$ cat src/design/assert_macros.svh
// Assertion helpers for the RTL; included by the parser top level.
`ifndef ASSERT_MACROS_SVH
`define ASSERT_MACROS_SVH

// Same-cycle implication, disabled while reset is held.
`define AFWP_ASSERT_NOW(lbl, clk, rst_n, ante, cons) \
  lbl: assert property (@(posedge clk) disable iff (!rst_n) (ante) |-> (cons)) \
    else $error("assertion failed");

// Next-cycle implication, disabled while reset is held.
`define AFWP_ASSERT_NEXT(lbl, clk, rst_n, ante, cons) \
  lbl: assert property (@(posedge clk) disable iff (!rst_n) (ante) |=> (cons)) \
    else $error("assertion failed");

`endif

$ cat src/design/afwp_pkg.sv
package afwp_pkg;

  localparam int unsigned WordW  = 24;
  localparam int unsigned ValueW = 32;
  localparam int unsigned AddrW  = 5;
  localparam int unsigned DataW  = 32;

  // Register indexes (byte address = 4 * index)
  localparam logic [2:0] REG_ECG_EN      = 3'd0;
  localparam logic [2:0] REG_TIM_EN      = 3'd1;
  localparam logic [2:0] REG_PPG_TAG_MAX = 3'd2;
  localparam logic [2:0] REG_ECG_TAG     = 3'd3;
  localparam logic [2:0] REG_LOFF_TAG    = 3'd4;
  localparam logic [2:0] REG_TIM_TAG     = 3'd5;
  localparam logic [2:0] REG_PPG_FRAME   = 3'd6;

  // Reset values
  localparam logic       RST_ECG_EN      = 1'b1;
  localparam logic       RST_TIM_EN      = 1'b1;
  localparam logic [3:0] RST_PPG_TAG_MAX = 4'd8;
  localparam logic [3:0] RST_ECG_TAG     = 4'd12;
  localparam logic [3:0] RST_LOFF_TAG    = 4'd13;
  localparam logic [3:0] RST_TIM_TAG     = 4'd14;
  localparam logic [7:0] RST_PPG_FRAME   = 8'd6;

  typedef enum logic [2:0] {
    KIND_PPG      = 3'd0,
    KIND_ECG_FR   = 3'd1,
    KIND_ECG_VAL  = 3'd2,
    KIND_LOFF_CH0 = 3'd3,
    KIND_LOFF_CH1 = 3'd4,
    KIND_TIM_IDX  = 3'd5,
    KIND_TIM_DATA = 3'd6
  } afwp_kind_t;

  typedef struct packed {
    logic       ecg_en;
    logic       tim_en;
    logic [3:0] ppg_tag_max;
    logic [3:0] ecg_tag;
    logic [3:0] loff_tag;
    logic [3:0] tim_tag;
    logic [7:0] ppg_frame;
  } afwp_cfg_t;

  typedef struct packed {
    afwp_kind_t          kind;
    logic [ValueW-1:0]   value;
  } afwp_res_t;

  typedef struct packed {
    logic [1:0] cnt;        // results caused by the word: 0, 1 or 2
    afwp_res_t  res0;
    afwp_res_t  res1;
    logic       is_ppg;     // accepted PPG word
    logic       is_ecg;
    logic       is_tim;
    logic [7:0] frame_nxt;  // frame count after a PPG word
    logic       frame_end;
  } afwp_dec_t;

endpackage

$ cat src/design/afwp_cfg_regs.sv
module afwp_cfg_regs
  import afwp_pkg::*;
(
  input  logic             clk,
  input  logic             rst_n,
  input  logic             psel,
  input  logic             penable,
  input  logic             pwrite,
  input  logic [AddrW-1:0] paddr,
  input  logic [DataW-1:0] pwdata,
  output logic [DataW-1:0] prdata,
  output afwp_cfg_t        cfg
);

  afwp_cfg_t  cfg_r;
  logic       wr_en;
  logic [2:0] idx;

  assign wr_en = psel && penable && pwrite;
  assign idx   = paddr[AddrW-1:2];
  assign cfg   = cfg_r;

  always_ff @(posedge clk) begin
    if (!rst_n) begin
      cfg_r.ecg_en      <= RST_ECG_EN;
      cfg_r.tim_en      <= RST_TIM_EN;
      cfg_r.ppg_tag_max <= RST_PPG_TAG_MAX;
      cfg_r.ecg_tag     <= RST_ECG_TAG;
      cfg_r.loff_tag    <= RST_LOFF_TAG;
      cfg_r.tim_tag     <= RST_TIM_TAG;
      cfg_r.ppg_frame   <= RST_PPG_FRAME;
    end else if (wr_en) begin
      case (idx)
        REG_ECG_EN:      cfg_r.ecg_en      <= pwdata[0];
        REG_TIM_EN:      cfg_r.tim_en      <= pwdata[0];
        REG_PPG_TAG_MAX: cfg_r.ppg_tag_max <= pwdata[3:0];
        REG_ECG_TAG:     cfg_r.ecg_tag     <= pwdata[3:0];
        REG_LOFF_TAG:    cfg_r.loff_tag    <= pwdata[3:0];
        REG_TIM_TAG:     cfg_r.tim_tag     <= pwdata[3:0];
        REG_PPG_FRAME:   cfg_r.ppg_frame   <= pwdata[7:0];
        default: ;
      endcase
    end
  end

  always_comb begin
    prdata = '0;
    case (idx)
      REG_ECG_EN:      prdata[0]   = cfg_r.ecg_en;
      REG_TIM_EN:      prdata[0]   = cfg_r.tim_en;
      REG_PPG_TAG_MAX: prdata[3:0] = cfg_r.ppg_tag_max;
      REG_ECG_TAG:     prdata[3:0] = cfg_r.ecg_tag;
      REG_LOFF_TAG:    prdata[3:0] = cfg_r.loff_tag;
      REG_TIM_TAG:     prdata[3:0] = cfg_r.tim_tag;
      REG_PPG_FRAME:   prdata[7:0] = cfg_r.ppg_frame;
      default:         prdata      = '0;
    endcase
  end

endmodule

$ cat src/design/afwp_decode.sv
module afwp_decode
  import afwp_pkg::*;
(
  input  logic [WordW-1:0]  word,
  input  afwp_cfg_t         cfg,
  input  logic              seen,
  input  logic [ValueW-1:0] ecg_ctr,
  input  logic [7:0]        frame_cnt,
  output afwp_dec_t         dec
);

  logic [3:0] tag;
  logic       gate;
  logic       ppg_ok;
  logic [7:0] frame_inc;

  assign tag       = word[23:20];
  assign gate      = cfg.ecg_en && cfg.tim_en;
  assign ppg_ok    = (tag <= cfg.ppg_tag_max) && (!gate || seen);
  assign frame_inc = frame_cnt + 8'd1;

  always_comb begin
    dec            = '0;
    dec.res0.kind  = KIND_PPG;
    dec.res1.kind  = KIND_PPG;
    dec.frame_end  = (frame_inc == cfg.ppg_frame);
    dec.frame_nxt  = dec.frame_end ? 8'd0 : frame_inc;
    if (ppg_ok) begin
      dec.cnt         = 2'd1;
      dec.is_ppg      = 1'b1;
      dec.res0.kind   = KIND_PPG;
      dec.res0.value  = {{(ValueW-20){word[19]}}, word[19:0]};
    end else if (tag == cfg.ecg_tag) begin
      dec.cnt         = 2'd2;
      dec.is_ecg      = 1'b1;
      dec.res0.kind   = KIND_ECG_FR;
      dec.res0.value  = {{(ValueW-1){1'b0}}, word[18]};
      dec.res1.kind   = KIND_ECG_VAL;
      dec.res1.value  = {{(ValueW-18){word[17]}}, word[17:0]};
    end else if (tag == cfg.loff_tag) begin
      dec.cnt         = 2'd1;
      dec.res0.kind   = word[18] ? KIND_LOFF_CH1 : KIND_LOFF_CH0;
      // bit 19 acts as the sign of the 12-bit value
      dec.res0.value  = {{(ValueW-12){word[19]}}, word[11:0]};
    end else if (tag == cfg.tim_tag) begin
      dec.cnt         = 2'd2;
      dec.is_tim      = 1'b1;
      dec.res0.kind   = KIND_TIM_IDX;
      dec.res0.value  = ecg_ctr;
      dec.res1.kind   = KIND_TIM_DATA;
      dec.res1.value  = {{(ValueW-10){1'b0}}, word[9:0]};
    end
  end

endmodule

$ cat src/design/afe_fifo_word_parser_unit.sv
// Sensor FIFO word decoder.
// Input channel: in_valid / in_stall / in_fifo_word carry one 24-bit FIFO
// word per item, tag in bits 23..20. Result channel: out_valid / out_stall
// with out_kind, out_value and out_last; out_last marks the final result
// of a word. Tag codes, enables and frame length sit in an APB register
// file (psel/penable/pwrite/paddr/pwdata/prdata/pready, pready tied high),
// which the user must write only while the block is idle; the block does
// not enforce this. A word goes through the word register, then the result
// register. ECG and timing words give two results, PPG and lead-off words
// one; the single result register takes one result per cycle unless the
// receiver stalls. Gated-out and unknown words produce nothing.
// Reset (synchronous, rst_n low) loads the register defaults, sets the ECG
// sample counter to all ones and clears the timing-seen flag, the frame
// count and both valid registers.
// When the receiver stalls, the result register holds; the word register
// then holds too and in_stall rises, but one new word is still taken while
// a result waits.
`include "assert_macros.svh"

module afe_fifo_word_parser_unit
  import afwp_pkg::*;
(
  input  logic                     clk,
  input  logic                     rst_n,
  // input channel
  input  logic                     in_valid,
  output logic                     in_stall,
  input  logic [WordW-1:0]         in_fifo_word,
  // result channel
  output logic                     out_valid,
  input  logic                     out_stall,
  output logic [2:0]               out_kind,
  output logic signed [ValueW-1:0] out_value,
  output logic                     out_last,
  // configuration
  input  logic                     psel,
  input  logic                     penable,
  input  logic                     pwrite,
  input  logic [AddrW-1:0]         paddr,
  input  logic [DataW-1:0]         pwdata,
  output logic [DataW-1:0]         prdata,
  output logic                     pready
);

  afwp_cfg_t         cfg;
  afwp_dec_t         dec;

  // word register
  logic              in_vld_r;
  logic [WordW-1:0]  in_word_r;
  // result register
  logic              out_vld_r;
  afwp_res_t         out_res_r;
  logic              out_last_r;
  // decode state
  logic [ValueW-1:0] ecg_ctr_r;
  logic              seen_r;
  logic [7:0]        frame_cnt_r;
  logic              phase_r;     // second result of the held word is next

  logic              push_ok;
  logic              push;
  logic              consume;
  logic              in_take;
  afwp_res_t         res_sel;
  logic              last_sel;

  assign pready = 1'b1;

  afwp_cfg_regs u_regs (
    .clk     (clk),
    .rst_n   (rst_n),
    .psel    (psel),
    .penable (penable),
    .pwrite  (pwrite),
    .paddr   (paddr),
    .pwdata  (pwdata),
    .prdata  (prdata),
    .cfg     (cfg)
  );

  afwp_decode u_dec (
    .word      (in_word_r),
    .cfg       (cfg),
    .seen      (seen_r),
    .ecg_ctr   (ecg_ctr_r),
    .frame_cnt (frame_cnt_r),
    .dec       (dec)
  );

  // Advance a result into the output register when it is free or draining.
  assign push_ok  = !out_vld_r || !out_stall;
  assign push     = in_vld_r && (dec.cnt != 2'd0) && push_ok;
  // Drop a word with no result at once; otherwise retire it with its last push.
  assign consume  = in_vld_r &&
                    ((dec.cnt == 2'd0) || (push && (phase_r || dec.cnt == 2'd1)));
  assign in_stall = in_vld_r && !consume;
  assign in_take  = in_valid && !in_stall;

  assign res_sel  = phase_r ? dec.res1 : dec.res0;
  assign last_sel = phase_r || (dec.cnt == 2'd1);

  // word register
  always_ff @(posedge clk) begin
    if (!rst_n) begin
      in_vld_r <= 1'b0;
    end else if (in_take) begin
      in_vld_r <= 1'b1;
    end else if (consume) begin
      in_vld_r <= 1'b0;
    end
  end

  always_ff @(posedge clk) begin
    if (in_take) begin
      in_word_r <= in_fifo_word;
    end
  end

  // phase of a two-result word
  always_ff @(posedge clk) begin
    if (!rst_n) begin
      phase_r <= 1'b0;
    end else if (consume) begin
      phase_r <= 1'b0;
    end else if (push) begin
      phase_r <= 1'b1;
    end
  end

  // Update decode state only when the word retires, so both of its
  // results see the state left by the word before it.
  always_ff @(posedge clk) begin
    if (!rst_n) begin
      ecg_ctr_r   <= '1;
      seen_r      <= 1'b0;
      frame_cnt_r <= 8'd0;
    end else if (consume) begin
      if (dec.is_ppg) begin
        frame_cnt_r <= dec.frame_nxt;
        if (dec.frame_end) begin
          seen_r <= 1'b0;
        end
      end
      if (dec.is_ecg) begin
        ecg_ctr_r <= ecg_ctr_r + {{(ValueW-1){1'b0}}, 1'b1};
      end
      if (dec.is_tim) begin
        seen_r <= 1'b1;
      end
    end
  end

  // result register
  always_ff @(posedge clk) begin
    if (!rst_n) begin
      out_vld_r <= 1'b0;
    end else if (push) begin
      out_vld_r <= 1'b1;
    end else if (!out_stall) begin
      out_vld_r <= 1'b0;
    end
  end

  always_ff @(posedge clk) begin
    if (push) begin
      out_res_r  <= res_sel;
      out_last_r <= last_sel;
    end
  end

  assign out_valid = out_vld_r;
  assign out_kind  = out_res_r.kind;
  assign out_value = out_res_r.value;
  assign out_last  = out_last_r;

  `AFWP_ASSERT_NOW(a_phase_held, clk, rst_n, phase_r, in_vld_r && (dec.cnt == 2'd2))
  `AFWP_ASSERT_NOW(a_fr_not_last, clk, rst_n,
    out_vld_r && (out_res_r.kind == KIND_ECG_FR || out_res_r.kind == KIND_TIM_IDX),
    !out_last_r)
  `AFWP_ASSERT_NEXT(a_timing_sets_seen, clk, rst_n, consume && dec.is_tim, seen_r)
  `AFWP_ASSERT_NEXT(a_two_result_phase, clk, rst_n,
    push && !phase_r && (dec.cnt == 2'd2), phase_r && in_vld_r)

endmodule

$ cat config.mk
export PLATFORM = sky130hd
export DESIGN_NAME = afe_fifo_word_parser_unit
export DESIGN_NICKNAME = d
export VERILOG_FILES = /design/src/design/afwp_pkg.sv /design/src/design/afwp_cfg_regs.sv /design/src/design/afwp_decode.sv /design/src/design/afe_fifo_word_parser_unit.sv
export VERILOG_INCLUDE_DIRS = /design/src /design/src/design
export SDC_FILE = /design/constraint.sdc
export NUM_CORES = 1
export LEC_CHECK = 0
export BUFFER_PORTS_ARGS = -buffer_cell sky130_fd_sc_hd__buf_4
export CAP_MARGIN = 40
export CELL_PAD_IN_SITES_DETAIL_PLACEMENT = 0
export CELL_PAD_IN_SITES_GLOBAL_PLACEMENT = 1
export CORE_AREA = 3 3 125 127
export CTS_BUF_LIST = sky130_fd_sc_hd__clkbuf_8 sky130_fd_sc_hd__clkbuf_16
export CTS_CLUSTER_DIAMETER = 60
export DETAILED_ROUTE_END_ITERATION = 16
export DIE_AREA = 0 0 128 130
export PLACE_DENSITY = 0.8
export SYNTH_ARGS = -nofsm -noshare
export SYNTH_HDL_FRONTEND = slang
export SYNTH_SLANG_ARGS = --single-unit
$ cat constraint.sdc
create_clock -name clk -period 7 [get_ports clk]
set_clock_uncertainty 0.15 [all_clocks]
set_input_delay 1.4 -clock clk [delete_from_list [all_inputs] [get_ports clk]]
set_output_delay 1.4 -clock clk [all_outputs]
set_load 0.005 [all_outputs]
Word level (Yosys, flattened, before mapping)
Cells that the tools add are included.
{"block": "word_totals", "register_bits": 130, "inputBits": 68, "mem_bits_ro": 0, "output_inout_bits": 71, "word_cells": 94, "latchBits": 0, "ram_bits": 0, "n_memories": 0}
{"block": "classes", "shifts": 0, "muxes": 25, "n_eq_ne": 12, "bitwise_logic": 1, "mul": 0, "div_mod_pow": 0, "n_reduce_logical": 36, "order_cmp": 1, "n_addsub": 2}
{"cell": "72-bit 2-to-1 mux", "count": 2}
{"cell": "35-bit 2-to-1 mux", "count": 3}
{"cell": "37-bit 2-to-1 mux", "count": 2}
{"cell": "32-bit by 1-bit adder with 32-bit output, second input constant", "count": 1}
{"cell": "2-bit AND reduction", "count": 9}
{"cell": "3-bit one-hot mux with 5 select lines", "count": 1}
{"cell": "4-bit == test", "count": 3}
{"cell": "1-bit 2-to-1 mux", "count": 12}
{"cell": "1-bit logical AND", "count": 10}
{"cell": "3-bit == test, second input constant", "count": 3}
{"cell": "8-bit by 1-bit adder with 8-bit output, second input constant", "count": 1}
{"cell": "8-bit == test", "count": 1}
{"cell": "8-bit 2-to-1 mux", "count": 1}
{"cell": "2-bit nonzero test", "count": 4}
{"cell": "1-bit one-hot mux with 7 select lines", "count": 1}
{"cell": "3-bit by 2-bit == test with 1-bit output, second input constant", "count": 2}
{"cell": "1-bit logical NOT", "count": 5}
{"cell": "4-bit less-or-equal comparator", "count": 1}
{"cell": "1-bit logical OR", "count": 4}
{"cell": "4-bit 2-to-1 mux", "count": 1}
{"cell": "3-bit by 1-bit == test with 1-bit output, second input constant", "count": 1}
{"cell": "3-bit logical NOT", "count": 1}
{"cell": "3-bit 2-to-1 mux", "count": 1}
{"cell": "3-bit AND reduction", "count": 1}
{"cell": "other kinds (6)", "count": 6}

Depth between registers and ports, before layout
Gate-level depths: netlist of the first run.
{"block": "logic_depth", "word_depth": 16, "ltp_mapped": 9, "depth_no_buf": 8}

By module
From an unflattened synthesis of the first run, not the netlist that was laid out.
{"block": "hier_totals", "cells_unflattened": 702, "area_unflattened_um2": 7330.8}
{"module": "afe_fifo_word_parser_unit", "instances": 1, "cells_each": 353, "area_per_inst_um2": 4591.9}
{"module": "afwp_cfg_regs", "instances": 1, "cells_each": 167, "area_per_inst_um2": 1487.7}
{"module": "afwp_decode", "instances": 1, "cells_each": 182, "area_per_inst_um2": 1251.2}

Worst setup path before layout of the first run
OpenSTA, ideal clock, no wires.
{"block": "synth_timing", "path_type": "input port to output port", "start": "input port paddr[3]", "end": "output port prdata[2]", "arrival_time_ns": 2.364, "path_stages": 6, "t_required_ns": 5.450, "n_path_buf": 2, "path_slack_ns": 3.086, "path_cell_list": "clkbuf_1 clkbuf_1 mux2i_1 o21ai_0 nand2_1 o21ai_0"}
{"block": "synth_via", "elab_chain_len": 2, "word_cells_on_any_way": 6, "cone_classes": "eq/ne (5); mux (1)"}
{"item": "from (decl)", "line": "afe_fifo_word_parser_unit.sv:39", "text": "input logic [AddrW-1:0] paddr,"}
{"item": "3-bit == test / 3-bit by 2-bit == test with 1-bit output (equally long branches)", "line": "afwp_cfg_regs.sv:48", "text": "case (idx)"}
{"item": "3-bit one-hot mux with 5 select lines (*)", "line": "afwp_cfg_regs.sv:48"}
{"item": "to (decl)", "line": "afe_fifo_word_parser_unit.sv:41", "text": "output logic [DataW-1:0] prdata,"}
Every way passes the cells marked *; elsewhere a longest branch is shown, timed or not.

Worst setup path in the final report of the first run
{"block": "layout_timing", "start": "register in_word_r[21]", "end": "output port in_stall"}
{"block": "layout_via", "word_cells_on_any_way": 20, "cone_classes": "order compare (1); eq/ne (4); mux (4); reduce/logical (11)"}
{"item": "from (decl)", "line": "afe_fifo_word_parser_unit.sv:50", "text": "logic [WordW-1:0] in_word_r;"}
{"item": "from (signal assigned)", "line": "afe_fifo_word_parser_unit.sv:116", "text": "in_word_r <= in_fifo_word;"}
{"item": "4-bit == test", "line": "afwp_decode.sv:45", "text": "end else if (tag == cfg.tim_tag) begin"}
{"item": "72-bit 2-to-1 mux", "line": "afwp_decode.sv:45"}
{"item": "37-bit 2-to-1 mux", "line": "afwp_decode.sv:40", "text": "end else if (tag == cfg.loff_tag) begin"}
{"item": "72-bit 2-to-1 mux", "line": "afwp_decode.sv:33", "text": "end else if (tag == cfg.ecg_tag) begin"}
{"item": "37-bit 2-to-1 mux (*)", "line": "afwp_decode.sv:28", "text": "if (ppg_ok) begin"}
{"item": "2-bit by 1-bit == test with 1-bit output (*)"}
{"item": "1-bit logical OR (*)"}
{"item": "via last_sel", "line": "afe_fifo_word_parser_unit.sv:66", "text": "logic last_sel;"}
{"item": "1-bit logical AND (*)", "line": "afe_fifo_word_parser_unit.sv:96", "text": "((dec.cnt == 2'd0) || (push && (phase_r || dec.cnt == 2'd1)));"}
{"item": "1-bit logical OR (*)", "line": "afe_fifo_word_parser_unit.sv:96"}
{"item": "1-bit logical AND (*)", "line": "afe_fifo_word_parser_unit.sv:95", "text": "assign consume = in_vld_r &&"}
{"item": "1-bit logical NOT (*)", "line": "afe_fifo_word_parser_unit.sv:97", "text": "assign in_stall = in_vld_r && !consume;"}
{"item": "1-bit logical AND (*)", "line": "afe_fifo_word_parser_unit.sv:97"}
{"item": "to (decl)", "line": "afe_fifo_word_parser_unit.sv:27", "text": "output logic in_stall,"}
The timed path passes the listed nets; every way through them passes the cells marked *.

==> impl_metrics.env, run 1 <==
export IMPL_slew_limit_headroom_pct=36.6
export IMPL_ys_flop_type="dfxtp_1"
export IMPL_tightestPinTransition_ns=0.952
export IMPL_fin_nets=812
export IMPL_min_period_ns=4.84
export IMPL_cp_cell_sequence="ha_1 -> nor2b_1 -> o211a_1 -> o21a_1 -> o211ai_1 -> a211oi_1 -> buf_4"
export IMPL_grt_usage_pct=19.3
export IMPL_fp_dieW_um=128
export IMPL_via_per_inst=5.62
export IMPL_pre_cts_ws_ns=2.66
export IMPL_grt_pass1_vias=5192
export IMPL_drv_slew=0
export IMPL_crit_slowest_cell="a211oi_1"
export IMPL_async_flop_share_pct=0
export IMPL_cts_resized=0
export IMPL_numCtsBuffers=17
export IMPL_netSwitchingPower_mw=0.419
export IMPL_ys_types=64
export IMPL_peakVddDrop_v=0.000182
export IMPL_fillers=1319
export IMPL_design_area_sq_mm=0.00793
export IMPL_clock_latency_ns=0.42
export IMPL_startpoint_type="flop"
export IMPL_path_class="flop to primary output"
export IMPL_antenna_cells=0
export IMPL_cts_root_buffer="clkbuf_16"
export IMPL_htree_levels=4
export IMPL_placed_cells=903
export IMPL_io_buffers=87
export IMPL_postRouteAntennaNets=0
export IMPL_min_period_over_period_pct=69.2
export IMPL_status="finished clean"
export IMPL_cts_sinks=130
export IMPL_synth_edf_count=60
export IMPL_yosysTopAreaCell="edfxtp_1"
export IMPL_syn_area_sq_mm=0.00657
export IMPL_dpl_cell_area_sq_mm=0.00727
export IMPL_start_util_pct=45.2
export IMPL_drc_errors=0
export IMPL_leakage_nw=3.23
export IMPL_die_y_um=130
export IMPL_worstSetupEndpointType="primary output"
export IMPL_swShare_pct=22.2
export IMPL_placeableCoreArea_sq_mm=0.0145
export IMPL_grt_max_degree=57
export IMPL_final_setup_tns_ns=0
export IMPL_hold_viol_final=0
export IMPL_ys_ff_latch=130
export IMPL_post_cts_buffers=0
export IMPL_synth_top_area_share_pct=27.4
export IMPL_ys_seq_area_share_pct=48.8
export IMPL_crit_fanout=14
export IMPL_hp_class="flop to flop"
export IMPL_hpwl_um=11100
export IMPL_pwr_share_comb_pct=6.6
export IMPL_crit_required_ns=5.45
export IMPL_instances_no_fill=935
export IMPL_place_gp_congestion=0.890
export IMPL_syn_inst=664
export IMPL_seq_power_share_pct=43.7
export IMPL_routed_wirelength_um=15900
export IMPL_cts_tree="yes"
export IMPL_dr_pass1_iters=5
export IMPL_area_growth_pct=20.7
export IMPL_ios=139
export IMPL_antenna_found_initial=0
export IMPL_final_layout_size_suffix_gt1_share_pct=19.0
export IMPL_p_int_mw=1.47
export IMPL_arrival_ns=3.29
export IMPL_power_frac_clock_pct=49.7
export IMPL_rsz0062_at_grt="false"
export IMPL_power_density_mw_per_mm2=238
export IMPL_drtIter0Drc=333
export IMPL_finalSetupViolCount=0
export IMPL_ys_warn_count=0
export IMPL_num_rows=44
export IMPL_grt_ovfl_total=0
export IMPL_cts_hold_buffers=0
export IMPL_maxCapViolations=0
export IMPL_grt_pass1_wl_um=25600
export IMPL_critical_path_max_stage_delay_ns=0.65
export IMPL_setup_slack_ns=2.16
export IMPL_vias=5255
export IMPL_clkTransAtPathRegs_ns=0.06
export IMPL_syn_avg_cell_area_sq_um=9.89
export IMPL_routedWlPerCell_um=17.0
export IMPL_timing_fmax_ghz=0.206
export IMPL_ys_top_cells_by_area="edfxtp_1 27%, dfxtp_1 21%, mux2i_1 4.6%"
export IMPL_die_area_sq_mm=0.0166
export IMPL_clock_path_buffers=2
-- per-layer routing --
metal  vias up  track usage, %  share of wire, %
met3        25            4.75               5.3
met4         0            7.49               1.9
met1      2510            24.9                44
met5         -               0                 0
li1       2567               -                 -
met2       153            31.6                49
-- worst paths after layout --
check | start | endpoint | slack [ns] | cells after the start
setup / recovery | in_word_r[21]$_DFFE_PP_ | in_stall | 2.16 | 7
hold / removal | u_regs.cfg[25]$_SDFFE_PN1P_ | u_regs.cfg[25]$_SDFFE_PN1P_ | 0.36 | 2
setup reg to reg | in_word_r[21]$_DFFE_PP_ | out_value[19]$_DFFE_PP_ | 3.29 | 8
hold reg to reg | u_regs.cfg[25]$_SDFFE_PN1P_ | u_regs.cfg[25]$_SDFFE_PN1P_ | 0.36 | 2
-- flip-flops by register name (all words and copies together), names as in the netlist --
register and count:
u_regs.cfg 26, frame_cnt_r 8, out_value 32, out_last 1
in_vld_r 1, phase_r 1, seen_r 1, out_kind 3
in_word_r 24, out_valid 1, ecg_ctr_r 32
-- power by group through the flow --
stage	Clock (mW)	Combinational [mW]	Sequential, mW
floorplan	0	0.0821	0.838
global placement	0	0.120	0.841
detailed placement	0	0.124	0.841
CTS	0.951	0.125	0.825
global route	0.987	0.137	0.826
finish	0.938	0.125	0.825
-- synthesized netlist by cell type, types with 8 or more instances --
master and count:
dfxtp_1 70, nand2_1 61, edfxtp_1 60, nand3_1 38, nor2_1 37, o21ai_1 32, mux2i_1 30, a21oi_1 28
buf_4 25, clkbuf_1 24, o21ai_0 21, a22o_1 20, inv_1 19, xor2_1 18, or3_1 13, or4_1 11
and3_1 10, buf_2 10, o31ai_1 10, nand4_1 9, nor3_1 9, a2bb2oi_1 8, nor4_1 8
-- through the flow --
stage | hold slack, ns | utilization [%] | power, mW
after floorplan | 0.309 | - | 0.920
after global placement | 0.329 | 49.7 | 0.961
after detailed placement | 0.347 | 50.1 | 0.965
after CTS | 0.365 | 54.6 | 1.90
after global routing | 0.395 | 54.6 | 1.95
final | 0.360 | 54.6 | 1.89
-- placed cells by master, fill, tap and decap left out, types with 6 or more instances in the layout --
| master | Yosys | final |
|---|---|---|
| o21ai_1 | 32 | 32 |
| ha_1 | 6 | 6 |
| nand4_1 | 9 | 9 |
| clkbuf_16 | 0 | 23 |
| nor4_1 | 8 | 7 |
| or4_1 | 11 | 11 |
| nor2_1 | 37 | 36 |
| a2bb2oi_1 | 8 | 8 |
| edfxtp_1 | 60 | 60 |
| o21ai_0 | 21 | 21 |
| nand2_1 | 61 | 61 |
| dfxtp_1 | 70 | 70 |
| o2111ai_1 | 6 | 6 |
| xnor2_1 | 6 | 6 |
| mux2i_1 | 30 | 30 |
| a22o_1 | 20 | 20 |
| or3_1 | 13 | 13 |
| inv_1 | 19 | 20 |
| o31ai_1 | 10 | 10 |
| conb_1 | 2 | 25 |
| buf_4 | 25 | 93 |
| a21oi_1 | 28 | 28 |
| nor3_1 | 9 | 9 |
| xor2_1 | 18 | 18 |
| nand3_1 | 38 | 38 |
| and3_1 | 10 | 10 |
-- final cells by class --
class / instances / area, sq um / area share [%]
inverters: 19 / 71.3 / 0.899
repair buffers: 95 / 731 / 9.22
flip-flops and latches: 130 / 3200 / 40.4
multi-input cells: 475 / 3040 / 38.3
clock inverters: 7 / 51.3 / 0.647
clock buffers: 25 / 603 / 7.61
well taps: 184 / 230 / 2.90
-- kinds of logic (layout without fill, tap and decap cells) --
kind of cell / Yosys count / after routing / synth area share [%]
fa+ha+maj: 6 / 6 / 1.14
mux: 33 / 33 / 5.26
flops: 130 / 130 / 48.8
compound gates: 161 / 161 / 17.1
buf+inv: 82 / 146 / 6.53
other cells: 2 / 25 / 0.114
xor+xnor: 24 / 24 / 3.20
simple gates: 226 / 226 / 17.9
-- worst max-delay path, delay by kind of cell, from the launching register on --
kind	cells	cell delay, ns
AOI/OAI and AO/OA	4	1.69
DFF	1	0.49
adders and majority gates	1	0.34
and+or+nand+nor	1	0.13
buffers and inverters	1	0.23
(Power assumes the default switching activity.)
==> run 2: changes to the inputs <==
--- a/config.mk
+++ b/config.mk
@@ -10,12 +10,12 @@
 export CAP_MARGIN = 40
 export CELL_PAD_IN_SITES_DETAIL_PLACEMENT = 0
 export CELL_PAD_IN_SITES_GLOBAL_PLACEMENT = 1
-export CORE_AREA = 3 3 125 127
+export CORE_AREA = 3 3 136 138
 export CTS_BUF_LIST = sky130_fd_sc_hd__clkbuf_8 sky130_fd_sc_hd__clkbuf_16
 export CTS_CLUSTER_DIAMETER = 60
 export DETAILED_ROUTE_END_ITERATION = 16
-export DIE_AREA = 0 0 128 130
-export PLACE_DENSITY = 0.8
+export DIE_AREA = 0 0 139 141
+export PLACE_DENSITY = 0.71
 export SYNTH_ARGS = -nofsm -noshare
 export SYNTH_HDL_FRONTEND = slang
 export SYNTH_SLANG_ARGS = --single-unit
==> constraint.sdc (replaced) <==
create_clock -name clk -period 4 [get_ports clk]
set_clock_uncertainty 0.15 [all_clocks]
set_input_delay 0.8 -clock clk [delete_from_list [all_inputs] [get_ports clk]]
set_output_delay 0.8 -clock clk [all_outputs]
set_load 0.005 [all_outputs]
==> impl_metrics.env, run 2 (same netlist as run 1, synthesis figures left out) <==
export IMPL_final_common_cell="buf_4"
export IMPL_leakage_nw=3.26
export IMPL_place_gp_congestion=0.856
export IMPL_drc_errors=0
export IMPL_grt_ovfl_total=0
export IMPL_rsz0062_at_grt="false"
export IMPL_power_mw=3.37
export IMPL_antenna_found_initial=0
export IMPL_grt_pass1_vias=5116
export IMPL_die_area_sq_mm=0.0196
export IMPL_finalSetupViolCount=0
export IMPL_cts_resized=0
export IMPL_fp_dieW_um=139
export IMPL_ios=139
export IMPL_design_area_sq_mm=0.00801
export IMPL_grt_max_degree=57
export IMPL_clock_path_buffers=2
export IMPL_pre_cts_ws_ns=0.695
export IMPL_crit_fanout=5
export IMPL_power_frac_clock_pct=50.6
export IMPL_p_int_mw=2.64
export IMPL_min_period_ns=3.77
export IMPL_cts_sinks=130
export IMPL_antenna_cells=0
export IMPL_grt_pass1_wl_um=25900
export IMPL_cts_root_buffer="clkbuf_16"
export IMPL_dr_pass1_iters=6
export IMPL_numCtsBuffers=17
export IMPL_cts_hold_buffers=0
export IMPL_clkTransAtPathRegs_ns=0.06
export IMPL_crit_required_ns=3.05
export IMPL_status="finished clean"
export IMPL_dpl_cell_area_sq_mm=0.00736
export IMPL_pwr_share_comb_pct=6.5
export IMPL_final_layout_size_suffix_gt1_share_pct=19.8
export IMPL_num_rows=48
export IMPL_area_growth_pct=22.0
export IMPL_vias=5263
export IMPL_min_period_over_period_pct=94.2
export IMPL_io_buffers=87
export IMPL_netSwitchingPower_mw=0.727
export IMPL_drv_slew=0
export IMPL_startpoint_type="flop"
export IMPL_peakVddDrop_v=0.000361
export IMPL_timing_fmax_ghz=0.265
export IMPL_final_setup_tns_ns=0
export IMPL_clock_latency_ns=0.43
export IMPL_drtIter0Drc=319
export IMPL_layout_common_cells="102 x buf_4, 70 x dfxtp_1, 61 x nand2_1"
export IMPL_fillers=1675
export IMPL_arrival_ns=2.82
export IMPL_tightestPinTransition_ns=0.912
export IMPL_start_util_pct=38.0
export IMPL_cp_cell_sequence="ha_1 -> nor2b_1 -> o211a_1 -> o21ai_1 -> a211oi_1 -> a211oi_1 -> buf_4 -> buf_4"
export IMPL_postRouteAntennaNets=0
export IMPL_setup_slack_ns=0.230
export IMPL_post_cts_buffers=0
export IMPL_placeableCoreArea_sq_mm=0.0173
export IMPL_swShare_pct=21.6
export IMPL_die_y_um=141
export IMPL_via_per_inst=5.35
export IMPL_slew_limit_headroom_pct=39.2
export IMPL_maxCapViolations=0
export IMPL_routedWlPerCell_um=16.2
export IMPL_cts_tree="yes"
export IMPL_grt_usage_pct=16.2
export IMPL_path_class="flop to primary output"
export IMPL_hpwl_um=11200
export IMPL_routed_wirelength_um=15900
export IMPL_fin_nets=819
export IMPL_critical_path_max_stage_delay_ns=0.49
export IMPL_crit_slowest_cell="edfxtp_1"
export IMPL_htree_levels=4
export IMPL_worstSetupEndpointType="primary output"
export IMPL_power_density_mw_per_mm2=420
export IMPL_hold_viol_final=0
export IMPL_seq_power_share_pct=42.9
export IMPL_hp_class="flop to flop"
[run 2: critical path: cells and delay by family (launching register included)]
kind / cells / cell delay [ns]
compound gates: 4 / 1.15
flops: 1 / 0.49
simple gates: 1 / 0.14
buf+inv: 2 / 0.29
fa+ha+maj: 1 / 0.34
[run 2: final timing paths]
path,endpoint,startpoint,slack (ns),cells past startpoint
max,in_stall,in_word_r[21]$_DFFE_PP_,0.23,8
min,ecg_ctr_r[28]$_SDFFE_PN1P_,ecg_ctr_r[28]$_SDFFE_PN1P_,0.36,2
max reg2reg,out_value[19]$_DFFE_PP_,in_word_r[21]$_DFFE_PP_,0.70,8
min reg2reg,ecg_ctr_r[28]$_SDFFE_PN1P_,ecg_ctr_r[28]$_SDFFE_PN1P_,0.36,2
[run 2: area by class of cell]
class	count	area [sq um]	area share (%)
Sequential cell	130	3200	40.0
Multi-Input combinational cell	475	3040	37.9
Timing Repair Buffer	102	766	9.56
Clock buffer	18	439	5.48
Tap cell	225	282	3.51
Clock inverter	14	211	2.64
Inverter	19	71.3	0.890
[run 2: layer usage]
layer / global-route usage [%] / wire, um
met1: 20.6 / 7060
met2: 26.8 / 7900
met3: 4.51 / 712
met4: 5.51 / 274
met5: 0 / 0
[run 2: power groups by stage]
stage	registers, mW	clock network (mW)	logic (mW)
floorplan	1.47	0	0.144
detailed placement	1.47	0	0.220
finish	1.44	1.70	0.220
CTS	1.44	1.73	0.222
global route	1.45	1.79	0.244
global placement	1.47	0	0.216
[run 2: stage by stage]
step | hold slack, ns | util, % | instances
after global routing | 0.378 | 46.3 | 983
after floorplan | 0.309 | - | 687
final | 0.362 | 46.3 | 983
after CTS | 0.364 | 46.3 | 983
after global placement | 0.346 | 42.5 | 950
after detailed placement | 0.356 | 42.6 | 951
==> run 3: changes to the inputs <==
--- a/config.mk
+++ b/config.mk
@@ -6,16 +6,17 @@
 export SDC_FILE = /design/constraint.sdc
 export NUM_CORES = 1
 export LEC_CHECK = 0
+export ABC_AREA = 1
 export BUFFER_PORTS_ARGS = -buffer_cell sky130_fd_sc_hd__buf_4
 export CAP_MARGIN = 40
 export CELL_PAD_IN_SITES_DETAIL_PLACEMENT = 0
 export CELL_PAD_IN_SITES_GLOBAL_PLACEMENT = 1
-export CORE_AREA = 3 3 136 138
+export CORE_AREA = 3 3 143 145
 export CTS_BUF_LIST = sky130_fd_sc_hd__clkbuf_8 sky130_fd_sc_hd__clkbuf_16
 export CTS_CLUSTER_DIAMETER = 60
 export DETAILED_ROUTE_END_ITERATION = 16
-export DIE_AREA = 0 0 139 141
-export PLACE_DENSITY = 0.71
+export DIE_AREA = 0 0 146 148
+export PLACE_DENSITY = 0.73
 export SYNTH_ARGS = -nofsm -noshare
 export SYNTH_HDL_FRONTEND = slang
 export SYNTH_SLANG_ARGS = --single-unit
==> impl_metrics.env, run 3 <==
export IMPL_pre_cts_ws_ns=0.969
export IMPL_slew_limit_headroom_pct=53.5
export IMPL_leakage_nw=4.18
export IMPL_hp_class="flop to flop"
export IMPL_vias=6210
export IMPL_routedWlPerCell_um=14.9
export IMPL_dr_pass1_iters=5
export IMPL_async_flop_share_pct=0
export IMPL_setup_slack_ns=0.516
export IMPL_cts_resized=0
export IMPL_grt_usage_pct=17.6
export IMPL_syn_inst=927
export IMPL_area_growth_pct=19.3
export IMPL_synth_simple_area_share_pct=28.8
export IMPL_grt_pass1_wl_um=30700
export IMPL_min_period_ns=3.48
export IMPL_grt_ovfl_total=0
export IMPL_final_setup_tns_ns=0
export IMPL_ys_types=40
export IMPL_layout_common_cells="221 x nand2_1, 115 x nand3_1, 108 x inv_1"
export IMPL_min_period_over_period_pct=87.1
export IMPL_place_gp_congestion=0.928
export IMPL_synth_compound_area_share_pct=9.17
export IMPL_dpl_cell_area_sq_mm=0.00792
export IMPL_arrival_ns=2.53
export IMPL_cts_sinks=130
export IMPL_drc_errors=0
export IMPL_synth_xor_area_share_pct=4.91
export IMPL_num_rows=51
export IMPL_htree_levels=4
export IMPL_reg2reg_slack_ns=0.94
export IMPL_synth_top_area_share_pct=25.2
export IMPL_power_density_mw_per_mm2=408
export IMPL_yosysTopAreaCell="edfxtp_1"
export IMPL_clock_path_buffers=2
export IMPL_startpoint_type="flop"
export IMPL_clkTransAtPathRegs_ns=0.06
export IMPL_post_cts_buffers=0
export IMPL_via_per_inst=4.84
export IMPL_synth_top_family_by_area="simple AND/OR/NAND/NOR gates"
export IMPL_synthAdderAreaFrac_pct=1.05
export IMPL_synth_edf_count=60
export IMPL_die_y_um=148
export IMPL_synthTopCellsByCount="221 x nand2_1, 115 x nand3_1, 108 x inv_1, 70 x dfxtp_1, 60 x edfxtp_1"
export IMPL_design_area_sq_mm=0.00851
export IMPL_numCtsBuffers=17
export IMPL_hold_viol_final=0
export IMPL_status="finished clean"
export IMPL_worstSetupEndpointType="primary output"
export IMPL_timing_fmax_ghz=0.287
export IMPL_clock_latency_ns=0.42
export IMPL_crit_required_ns=3.05
export IMPL_power_mw=3.48
export IMPL_die_area_sq_mm=0.0216
export IMPL_ios=139
export IMPL_cts_root_buffer="clkbuf_16"
export IMPL_fin_nets=1079
export IMPL_synth_most_common_cell="nand2_1"
export IMPL_start_util_pct=36.9
export IMPL_syn_area_sq_mm=0.00714
export IMPL_antenna_found_initial=0
export IMPL_cts_hold_buffers=0
export IMPL_maxCapViolations=0
export IMPL_ys_top_cells_by_area="edfxtp_1 25%, dfxtp_1 20%, nand2_1 12%"
export IMPL_hpwl_um=14000
export IMPL_synth_mux_area_share_pct=0
export IMPL_ys_flop_type="dfxtp_1"
export IMPL_fp_dieW_um=146
export IMPL_rsz0062_at_grt="false"
export IMPL_routed_wirelength_um=19200
export IMPL_placeableCoreArea_sq_mm=0.0193
export IMPL_tightestPinTransition_ns=0.698
export IMPL_ys_ff_latch=130
export IMPL_peakVddDrop_v=0.000297
export IMPL_drv_slew=0
export IMPL_io_buffers=87
export IMPL_crit_fanout=21
export IMPL_drtIter0Drc=540
export IMPL_ys_seq_area_share_pct=44.9
export IMPL_path_class="flop to primary output"
export IMPL_ys_warn_count=0
export IMPL_grt_max_degree=63
export IMPL_final_core_util_pct=44.0
export IMPL_final_common_cell="nand2_1"
export IMPL_postRouteAntennaNets=0
export IMPL_antenna_cells=0
export IMPL_cts_tree="yes"
export IMPL_grt_pass1_vias=5713
export IMPL_final_layout_size_suffix_gt1_share_pct=14.5
export IMPL_syn_avg_cell_area_sq_um=7.70
export IMPL_finalSetupViolCount=0
==> run 3: cells by family after synthesis <==
family	Yosys count
AOI/OAI and AO/OA	115
other	2
buffers and inverters	175
and+or+nand+nor	459
adders and majority gates	6
DFF	130
xor gates and xnor gates	40
==> run 3: worst max-delay path: stages (launching register included) <==
cell      delay (ns)
edfxtp_1        0.49
xor2_1          0.18
nor2_1          0.25
nand2_1         0.43
nand4_4         0.29
nand4_4         0.13
nand2_1         0.13
inv_1           0.07
buf_4           0.14
==> run 3: area by class of cell <==
| type | instances | area (sq um) |
|---|---|---|
| Clock buffer | 17 | 425 |
| Clock inverter | 15 | 171 |
| Fill cell | 1955 | 10800 |
| Inverter | 116 | 435 |
| Multi-Input combinational cell | 645 | 3230 |
| Sequential cell | 130 | 3200 |
| Tap cell | 265 | 332 |
| Timing Repair Buffer | 95 | 713 |
==> run 3: through the flow <==
step / hold WS, ns / instances
detailed placement: 0.306 / 1251
global placement: 0.304 / 1251
global route: 0.357 / 1283
finish: 0.326 / 1283
floorplan: 0.287 / 950
CTS: 0.324 / 1283
==> run 3: path summary, 6_finish.rpt <==
check,startpoint,end,depth (start not counted)
worst max-delay path,in_word_r[21]$_DFFE_PP_,in_stall,8
worst min-delay path,ecg_ctr_r[16]$_SDFFE_PN1P_,ecg_ctr_r[16]$_SDFFE_PN1P_,2
worst max register to register,in_word_r[21]$_DFFE_PP_,ecg_ctr_r[24]$_SDFFE_PN1P_,9
worst min register to register,ecg_ctr_r[16]$_SDFFE_PN1P_,ecg_ctr_r[16]$_SDFFE_PN1P_,2
==> run 3: report_power, final <==
part           leakage (nW)  internal, mW  switching [mW]
logic                  2.76         0.156           0.259
registers              1.13          1.44          0.0309
clock network         0.292         0.937           0.654
total                  4.18          2.53           0.944
==> run 3: routing by layer <==
layer	vias up	GRT usage [%]	wire, um
met5	-	0	0
met4	0	3.90	144
met3	12	3.83	958
met2	159	26.3	8440
met1	2828	26.2	9610
li1	3211	-	-
